**config.mk**
```make
export PLATFORM = sky130hd
export DESIGN_NAME = outstanding_request_retransmit_tracker
export DESIGN_NICKNAME = d
export VERILOG_FILES = /design/src/hdl/ortt_pkg.sv /design/src/hdl/ortt_cell.sv /design/src/hdl/outstanding_request_retransmit_tracker.sv
export SDC_FILE = /design/constraint.sdc
export NUM_CORES = 2
export LEC_CHECK = 0
export BUFFER_PORTS_ARGS = -buffer_cell sky130_fd_sc_hd__buf_2
export CAP_MARGIN = 5
export CORE_MARGIN = 4
export CORE_UTILIZATION = 45
export CTS_BUF_LIST = sky130_fd_sc_hd__clkbuf_4
export DETAILED_ROUTE_END_ITERATION = 8
export PLACE_DENSITY = 0.58
export SYNTH_ARGS = -nofsm -noshare
export SYNTH_HDL_FRONTEND = slang
export SYNTH_SLANG_ARGS = --single-unit
export TNS_END_PERCENT = 20
```
**constraint.sdc**
```tcl
create_clock -name aclk -period 13.7 [get_ports aclk]
set_input_delay 2.74 -clock aclk [delete_from_list [all_inputs] [get_ports aclk]]
set_output_delay 2.74 -clock aclk [all_outputs]
set_load 0.02 [all_outputs]
```
**src/hdl/ortt_pkg.sv**
```systemverilog
// Shared types and constants of the retransmit tracker.
package ortt_pkg;

    localparam int unsigned DEFAULT_TABLE_DEPTH = 16;
    localparam logic [31:0] RESET_TIMEOUT = 32'd1000;
    localparam logic [7:0]  RESET_RETRY_LIMIT = 8'd3;
    localparam logic [31:0] FIRST_ID = 32'd1;

    localparam logic [1:0] OP_SEND = 2'd0;
    localparam logic [1:0] OP_RESP = 2'd1;
    localparam logic [1:0] OP_TICK = 2'd2;
    localparam logic [1:0] OP_NONE = 2'd3;

    localparam logic [2:0] KIND_TX      = 3'd0;
    localparam logic [2:0] KIND_RETX    = 3'd1;
    localparam logic [2:0] KIND_DONE_OK = 3'd2;
    localparam logic [2:0] KIND_NOMATCH = 3'd3;
    localparam logic [2:0] KIND_EXHAUST = 3'd4;
    localparam logic [2:0] KIND_FULL    = 3'd5;
    localparam logic [2:0] KIND_WALKEND = 3'd6;

    localparam logic CFG_TIMEOUT = 1'b0;
    localparam logic CFG_RETRY   = 1'b1;

    typedef struct packed {
        logic [31:0] id;
        logic [31:0] handle;
        logic [7:0]  retries;
        logic [31:0] sent_time;
    } entry_t;

    // per-cycle command from the controller to every cell
    typedef struct packed {
        logic shift;     // cells at or above the removal point take the neighbour's entry
        logic load_tail; // the entry at tail_pos takes ins_entry
    } cell_ctl_t;

endpackage

```
**src/hdl/ortt_cell.sv**
```systemverilog
// One slot of the age-ordered table: holds an entry, shifts down on removal.
module ortt_cell (
    input  logic              aclk,
    input  ortt_pkg::cell_ctl_t ctl,
    input  logic              in_range,   // slot is at or above removal point
    input  logic              is_tail,    // slot is the insertion point
    input  ortt_pkg::entry_t  upper_entry,
    input  ortt_pkg::entry_t  ins_entry,
    input  logic [31:0]       match_id,
    output ortt_pkg::entry_t  entry,
    output logic              id_hit
);
    import ortt_pkg::*;

    entry_t entry_reg;
    entry_t entry_next;

    always_comb begin
        entry_next = entry_reg;
        if (ctl.shift && in_range) begin
            entry_next = upper_entry;
        end
        if (ctl.load_tail && is_tail) begin
            entry_next = ins_entry;
        end
    end

    always_ff @(posedge aclk) begin
        entry_reg <= entry_next;
    end

    assign entry  = entry_reg;
    assign id_hit = (entry_reg.id == match_id);

endmodule

```
**src/hdl/outstanding_request_retransmit_tracker.sv**
```systemverilog
// Top level: controller and cell chain of the retransmit tracker.
// One item is in flight at a time: a new transfer is taken only once the previous item's last
// result has been taken by the receiver. For a response the id is compared in all cells at
// once, and the hit slot is reported while the cells above it shift down in the same cycle.
// A progress tick emits its results one by one: it inspects the head once the previous result
// has been taken, then rotates or removes it. A walk ends with a walk-end report, or with a
// retries-exhausted report after any retransmits. An unknown operation is dropped. Every
// output stall holds the flow until the result is taken.
module outstanding_request_retransmit_tracker #(
    parameter int unsigned TABLE_DEPTH = ortt_pkg::DEFAULT_TABLE_DEPTH
) (
    input  logic        aclk,
    input  logic        aresetn,
    input  logic        cfg_we,
    input  logic        cfg_index,
    input  logic [31:0] cfg_data,
    input  logic        s_valid,
    output logic        s_ready,
    input  logic [1:0]  s_operation,
    input  logic [31:0] s_handle,
    input  logic [31:0] s_response_id,
    input  logic [31:0] s_now_time,
    output logic        m_valid,
    input  logic        m_ready,
    output logic [2:0]  m_kind,
    output logic [31:0] m_packet_id,
    output logic [31:0] m_owner_handle,
    output logic [7:0]  m_retry_count,
    output logic        m_last
);
    import ortt_pkg::*;

    localparam int unsigned IW = (TABLE_DEPTH > 1) ? $clog2(TABLE_DEPTH) : 1;
    localparam int unsigned CW = $clog2(TABLE_DEPTH + 1);

    typedef enum logic [4:0] {
        ST_IDLE  = 5'b00001,
        ST_RESP  = 5'b00010,
        ST_HEAD  = 5'b00100,
        ST_ACT   = 5'b01000,
        ST_OUT   = 5'b10000
    } state_t;

    state_t      state_reg, state_next;
    logic [31:0] timeout_reg;
    logic [7:0]  limit_reg;
    logic [31:0] next_id_reg, next_id_next;
    logic [CW-1:0] count_reg, count_next;
    logic [CW-1:0] left_reg, left_next;
    logic [31:0] now_reg, now_next;
    logic [31:0] rid_reg, rid_next;
    logic        retire_reg, retire_next;   // head is to be removed (exhausted)

    logic        m_valid_reg, m_valid_next;
    logic [2:0]  kind_reg, kind_next;
    logic [31:0] pid_reg, pid_next;
    logic [31:0] oh_reg, oh_next;
    logic [7:0]  rc_reg, rc_next;
    logic        last_reg, last_next;

    cell_ctl_t   ctl;
    logic [IW-1:0] rm_pos;
    logic [IW-1:0] tail_pos;
    entry_t      ins_entry;
    entry_t      cell_q [TABLE_DEPTH];
    logic [TABLE_DEPTH-1:0] hit_vec;
    logic [IW-1:0] first_pos;
    logic        any_hit;
    logic [31:0] age;
    entry_t      head;
    entry_t      rot_entry;

    genvar g;
    generate
        for (g = 0; g < TABLE_DEPTH; g++) begin : g_cell
            entry_t up;
            if (g + 1 < TABLE_DEPTH) begin : g_up
                assign up = cell_q[g+1];
            end else begin : g_top
                assign up = cell_q[g];
            end
            ortt_cell u_cell (
                .aclk       (aclk),
                .ctl        (ctl),
                .in_range   (IW'(g) >= rm_pos),
                .is_tail    (IW'(g) == tail_pos),
                .upper_entry(up),
                .ins_entry  (ins_entry),
                .match_id   (rid_reg),
                .entry      (cell_q[g]),
                .id_hit     (hit_vec[g])
            );
        end
    endgenerate

    // lowest valid hit; a small priority chain over the valid prefix
    always_comb begin
        first_pos = '0;
        any_hit   = 1'b0;
        for (int i = TABLE_DEPTH - 1; i >= 0; i--) begin
            if (hit_vec[i] && (CW'(i) < count_reg)) begin
                first_pos = IW'(i);
                any_hit   = 1'b1;
            end
        end
    end

    assign head = cell_q[0];
    assign age  = now_reg - head.sent_time;

    always_comb begin
        rot_entry           = head;
        rot_entry.retries   = head.retries + 8'd1;
        rot_entry.sent_time = now_reg;
    end

    assign s_ready = (state_reg == ST_IDLE) && !m_valid_reg;

    always_comb begin
        state_next     = state_reg;
        next_id_next   = next_id_reg;
        count_next     = count_reg;
        left_next      = left_reg;
        now_next       = now_reg;
        rid_next       = rid_reg;
        retire_next    = retire_reg;
        m_valid_next   = m_valid_reg && !m_ready;
        kind_next      = kind_reg;
        pid_next       = pid_reg;
        oh_next        = oh_reg;
        rc_next        = rc_reg;
        last_next      = last_reg;
        ctl            = '0;
        rm_pos         = '0;
        tail_pos       = count_reg[IW-1:0];
        ins_entry      = '{id: next_id_reg, handle: s_handle, retries: 8'd0,
                           sent_time: s_now_time};
        unique case (state_reg)
            ST_IDLE: begin
                if (s_valid && s_ready) begin
                    now_next = s_now_time;
                    rid_next = s_response_id;
                    priority case (s_operation)
                        OP_SEND: begin
                            m_valid_next = 1'b1;
                            last_next    = 1'b1;
                            if (count_reg == CW'(TABLE_DEPTH)) begin
                                kind_next = KIND_FULL;
                                pid_next  = '0;
                                oh_next   = '0;
                                rc_next   = '0;
                            end else begin
                                ctl.load_tail = 1'b1;
                                kind_next     = KIND_TX;
                                pid_next      = next_id_reg;
                                oh_next       = s_handle;
                                rc_next       = '0;
                                next_id_next  = next_id_reg + 32'd1;
                                count_next    = count_reg + CW'(1);
                            end
                        end
                        OP_RESP: state_next = ST_RESP;
                        OP_TICK: begin
                            left_next  = count_reg;
                            state_next = ST_HEAD;
                        end
                        default: ;
                    endcase
                end
            end
            ST_RESP: begin
                m_valid_next = 1'b1;
                last_next    = 1'b1;
                if (any_hit) begin
                    kind_next = KIND_DONE_OK;
                    pid_next  = cell_q[first_pos].id;
                    oh_next   = cell_q[first_pos].handle;
                    rc_next   = cell_q[first_pos].retries;
                    ctl.shift = 1'b1;
                    rm_pos    = first_pos;
                    count_next = count_reg - CW'(1);
                end else begin
                    kind_next = KIND_NOMATCH;
                    pid_next  = '0;
                    oh_next   = '0;
                    rc_next   = '0;
                end
                state_next = ST_IDLE;
            end
            ST_HEAD: begin
                if (!m_valid_reg) begin
                    m_valid_next = 1'b1;
                    if (left_reg == '0 || age < timeout_reg) begin
                        kind_next  = KIND_WALKEND;
                        pid_next   = '0;
                        oh_next    = '0;
                        rc_next    = '0;
                        last_next  = 1'b1;
                        state_next = ST_IDLE;
                    end else if (head.retries >= limit_reg) begin
                        kind_next  = KIND_EXHAUST;
                        pid_next   = head.id;
                        oh_next    = head.handle;
                        rc_next    = head.retries;
                        last_next  = 1'b1;
                        retire_next = 1'b1;
                        state_next = ST_ACT;
                    end else begin
                        kind_next  = KIND_RETX;
                        pid_next   = head.id;
                        oh_next    = head.handle;
                        rc_next    = rot_entry.retries;
                        last_next  = 1'b0;
                        retire_next = 1'b0;
                        state_next = ST_ACT;
                    end
                end
            end
            ST_ACT: begin
                ctl.shift = 1'b1;
                rm_pos    = '0;
                if (retire_reg) begin
                    count_next = count_reg - CW'(1);
                    state_next = ST_IDLE;
                end else begin
                    ctl.load_tail = 1'b1;
                    tail_pos      = IW'(count_reg - CW'(1));
                    ins_entry     = rot_entry;
                    left_next     = left_reg - CW'(1);
                    state_next    = ST_HEAD;
                end
            end
            ST_OUT: state_next = ST_IDLE;
            default: state_next = ST_IDLE;
        endcase
    end

    always_ff @(posedge aclk) begin
        if (!aresetn) begin
            state_reg     <= ST_IDLE;
            timeout_reg   <= RESET_TIMEOUT;
            limit_reg     <= RESET_RETRY_LIMIT;
            next_id_reg   <= FIRST_ID;
            count_reg     <= '0;
            left_reg      <= '0;
            m_valid_reg   <= 1'b0;
            retire_reg    <= 1'b0;
        end else begin
            state_reg     <= state_next;
            next_id_reg   <= next_id_next;
            count_reg     <= count_next;
            left_reg      <= left_next;
            m_valid_reg   <= m_valid_next;
            retire_reg    <= retire_next;
            if (cfg_we) begin
                unique case (cfg_index)
                    CFG_TIMEOUT: timeout_reg <= cfg_data;
                    CFG_RETRY:   limit_reg   <= cfg_data[7:0];
                    default: ;
                endcase
            end
        end
    end

    always_ff @(posedge aclk) begin
        now_reg     <= now_next;
        rid_reg     <= rid_next;
        kind_reg    <= kind_next;
        pid_reg     <= pid_next;
        oh_reg      <= oh_next;
        rc_reg      <= rc_next;
        last_reg    <= last_next;
    end

    assign m_valid        = m_valid_reg;
    assign m_kind         = kind_reg;
    assign m_packet_id    = pid_reg;
    assign m_owner_handle = oh_reg;
    assign m_retry_count  = rc_reg;
    assign m_last         = last_reg;

    a_count_bound: assert property (@(posedge aclk) disable iff (!aresetn)
        count_reg <= CW'(TABLE_DEPTH))
        else $error("table occupancy beyond depth");
    a_hold_out: assert property (@(posedge aclk) disable iff (!aresetn)
        m_valid_reg && !m_ready |=> m_valid_reg && $stable(kind_reg) && $stable(pid_reg))
        else $error("result changed while stalled");
    a_no_accept_busy: assert property (@(posedge aclk) disable iff (!aresetn)
        s_valid && s_ready |-> !m_valid_reg)
        else $error("input accepted with result pending");
    a_walk_left: assert property (@(posedge aclk) disable iff (!aresetn)
        state_reg == ST_ACT |-> left_reg != '0)
        else $error("walk acted with nothing left");

endmodule

```
==> results by group <==
Drt
  – Initial DRT Pass Iterations: 7
  – Average wire per standard cell: 34.02 µm
  – DR vias: 79,810
  – Final WL: 432,400 µm
  – 1st-iter DRT viols: 11,170
  – Vias per cell: 6.280
  – Drc violations: 0
  – Post-DRT Antenna Nets: 0

Critical path
  – Worst r2r dst: m_packet_id[6]$_DFFE_PP_
  – CP peak stage delay: 1040 ps
  – R2R depth: 13
  – Critical path's top delay family: simple AND/OR/NAND/NOR gates
  – CP required: 14,760 ps
  – Crit start category: flop
  – Crit Path Class: reg2reg
  – Reg2reg setup slack: 5250 ps
  – Cells along the critical path: xnor2_1 -> nor4b_2 -> and4_1 -> a211o_1 -> a21boi_4 -> buf_4 -> nor2_8 -> buf_4 -> buf_4 -> mux2i_1 -> o22ai_1 -> nor4_1 -> a21oi_1
  – Critical path arrival: 9510 ps
  – CP max FO: 43
  – Bufs and invs on worst path: 3
  – Slowest cell on the critical path: nor4_1
  – Reg-to-reg startpoint: rid_reg[27]$_DFFE_PP_
  – Most used cell, CP: buf_4
  – Critical Path End Type: flop

Min path
  – WHS Path Cells: 2
  – Hold EP: timeout_reg[12]$_SDFFE_PN0P_
  – HP Start: timeout_reg[12]$_SDFFE_PN0P_
  – Worst hold path class: reg2reg

Clock tree
  – Clock root cell: clkbuf_4
  – Postcts setup bufs: 0
  – H-tree Lvls: 6
  – Clock Path Buffers: 4
  – Post-CTS Resized: 0
  – # hold bufs at CTS: 0
  – CTS tree: yes
  – CTS clk-pin slew, worst paths: 70 ps
  – Clock Sinks: 1,892
  – Clock latency on the worst-skew pair: 1450 ps
  – CTS Buf Count: 551

Die
  – IO Pins: 214
  – Core Rows: 170
  – Die height: between 400 and 500 µm
  – Die area: around 220,000 µm²
  – Initial core utilization: 45.24%
  – Core Box Area: 214,600 µm²
  – Die W: 472.5 µm

Timing
  – Final setup viols: 0
  – Slew @ Worst Pin: between 1000 and 1500 ps
  – Slew headroom: roughly 5.2%
  – Fin. max-slew vios: 0
  – Period Utilization, post-route: 61.70%
  – Post-layout minimum cycle time: 8453 ps
  – Final Hold Viols: 0
  – Post-Route Skew: 123.1 ps
  – Sum Neg Setup Slack: 0 ps
  – Worst setup slack after layout: 5247 ps
  – Unrepaired setup endpoints after global routing: no
  – Max Clock Freq: 118.3 MHz

Synth
  – Seq/Total Area, Yosys: 57.60%
  – Synth async-reset ratio: 0%
  – Syn Nets: 9,466
  – EDFF count, synth: 1,804
  – Count leader, synth: nand2_1
  – Post-Syn Instances: 9,253
  – Synth Register Bits: 1,892
  – Yosys synthesis warning count: 0
  – Leading area contributor after synthesis: edfxtp_1
  – Synthesized area: 97,100 µm²
  – Post-synth top cells: 1,962 x nand2_1, 1,804 x edfxtp_1, 1,616 x o21ai_0
  – Ys flop type: edfxtp_1
  – Syn avg cell area: 10.49 µm²
  – Yosys top cell area share: a little under three fifths
  – Area contributors post-synth: edfxtp_1 56%, o21ai_0 8.3%, nand2_1 7.6%, mux2i_1 5.7%, xnor2_1 3.5%
  – Distinct cell type count after synthesis: 95

GRT
  – Largest net degree at the start of global routing: 209
  – Vias in the first global route: 74,870
  – GRT Overall Usage: 37.69%
  – Initial antenna violation count: 26
  – GRT overflow: 0
  – First-pass GRT wire length: between 500,000 and 600,000 µm

Power
  – Maximum vdd ir drop: 0.09367 mV
  – Leak Pwr: 0.04294 µW
  – Pwr Density: 120.8 nW/µm²

Finish
  – P&R area growth vs syn: 10.98%
  – Cell Count, Final, Fillers Out: 12,710
  – Fin area: ~110,000 µm²
  – Share of cells above drive strength 1: 14.58%
  – Layout Nets: 9,713
  – Max FFs per register: ~1,700

Flow run
  – MaxCap Viol Count: 0

Place
  – Pre-CTS WS: 5924 ps
  – Dpl hpwl: 288,000 µm
  – DP Cell Count: 11,780
  – Final Wtd Congestion: 1.078
  – Placed Area: 101,000 µm²
  – IO Port Bufs: 213

Outcome
  – Outcome: complete, no violations
final cells by class:
class	instances	area, µm²
inverter	207	777.0
multi-input combinational	6421	37950
antenna	12	30.03
clock inverter	86	523.0
timing repair buffer	427	2804
clock buffer	826	6201
sequential	1892	55930
tap	2838	3551
fill	19770	106900
cells by family after synthesis:
group,count (synthesis),share of synthesized area [%]
and+or+nand+nor,2802,12.61
AOI/OAI and AO/OA,2403,13.75
DFF,1892,57.60
buffers and inverters,940,3.998
xor gates and xnor gates,577,5.235
muxes,562,5.808
adders and majority gates,77,0.9999
power by group:
group	switching [µW]	internal [µW]	leakage, µW
Sequential	88.2	6340	0.0168
Combinational	864	314	0.0221
Clock	2560	2860	0.00409
Total	3510	9510	0.0429
worst min-delay path: stages (launching register included):
cell     delay, ps
dfxtp_1        310
nand2_1         50
a21oi_1         50
metal layers:
layer | share of wire [%] | vias to the layer above | GRT usage, %
li1 | - | 34310 | -
met1 | 39 | 39270 | 50.12
met2 | 43 | 5115 | 55.49
met3 | 11 | 1110 | 9.257
met4 | 7.2 | 0 | 23.42
met5 | 0 | - | 0
how the worst max path moves through the flow:
stage,start,to,depth (start not counted)
6_report,rid_reg[27]$_DFFE_PP_,m_packet_id[6]$_DFFE_PP_,13
5_1_grt,now_reg[1]$_DFFE_PP_,m_owner_handle[16]$_DFFE_PP_,25
4_1_cts,rid_reg[27]$_DFFE_PP_,m_packet_id[6]$_DFFE_PP_,13
3_5_place_dp,s_operation[1],g_cell[11].u_cell.entry[71]$_DFFE_PP_,10
3_3_place_gp,rid_reg[19]$_DFFE_PP_,m_packet_id[6]$_DFFE_PP_,15
2_1_floorplan,rid_reg[3]$_DFFE_PP_,g_cell[2].u_cell.entry[0]$_DFFE_PP_,12
stage by stage:
| step | util [%] | power (µW) | hold WS (ps) |
|---|---|---|---|
| CTS | 50.17 | 13060 | 452.4 |
| global route | 50.21 | 13450 | 471.9 |
| detailed placement | 47.04 | 7678 | 447.7 |
| global placement | 47.02 | 7679 | 444.7 |
| finish | 50.21 | 13020 | 454.1 |
| floorplan | - | 7103 | 433.6 |
cells in the final DEF (no fill, tap or decap), drive strengths merged, types with 12 or more instances in the layout:
master   synthesis  final
a211oi          74     74
a21o            58     58
a211o           19     19
nor4b           27     27
nand2b          32     32
inv            206    226
a22oi           33     33
a221oi          14     14
o2111ai         35     35
and3            24     24
o22ai           86     86
and2            27     27
or4             17     17
or3             35     35
clkinv           1     60
nor2           150    150
o211ai          28     28
clkbuf         557    826
o21a            16     16
xor2           183    183
o21ai         1654   1654
edfxtp        1804   1804
ha              76     76
a2111oi         21     21
a31oi           18     18
buf            176    427
nand2         1963   1963
nor4            81     81
nor3            76     76
dfxtp           88     88
mux2i          551    551
xnor2          394    394
diode            0     12
a21oi          273    273
nand3          120    120
nand4          198    198
Note: power is estimated with default switching activity, not from simulation.
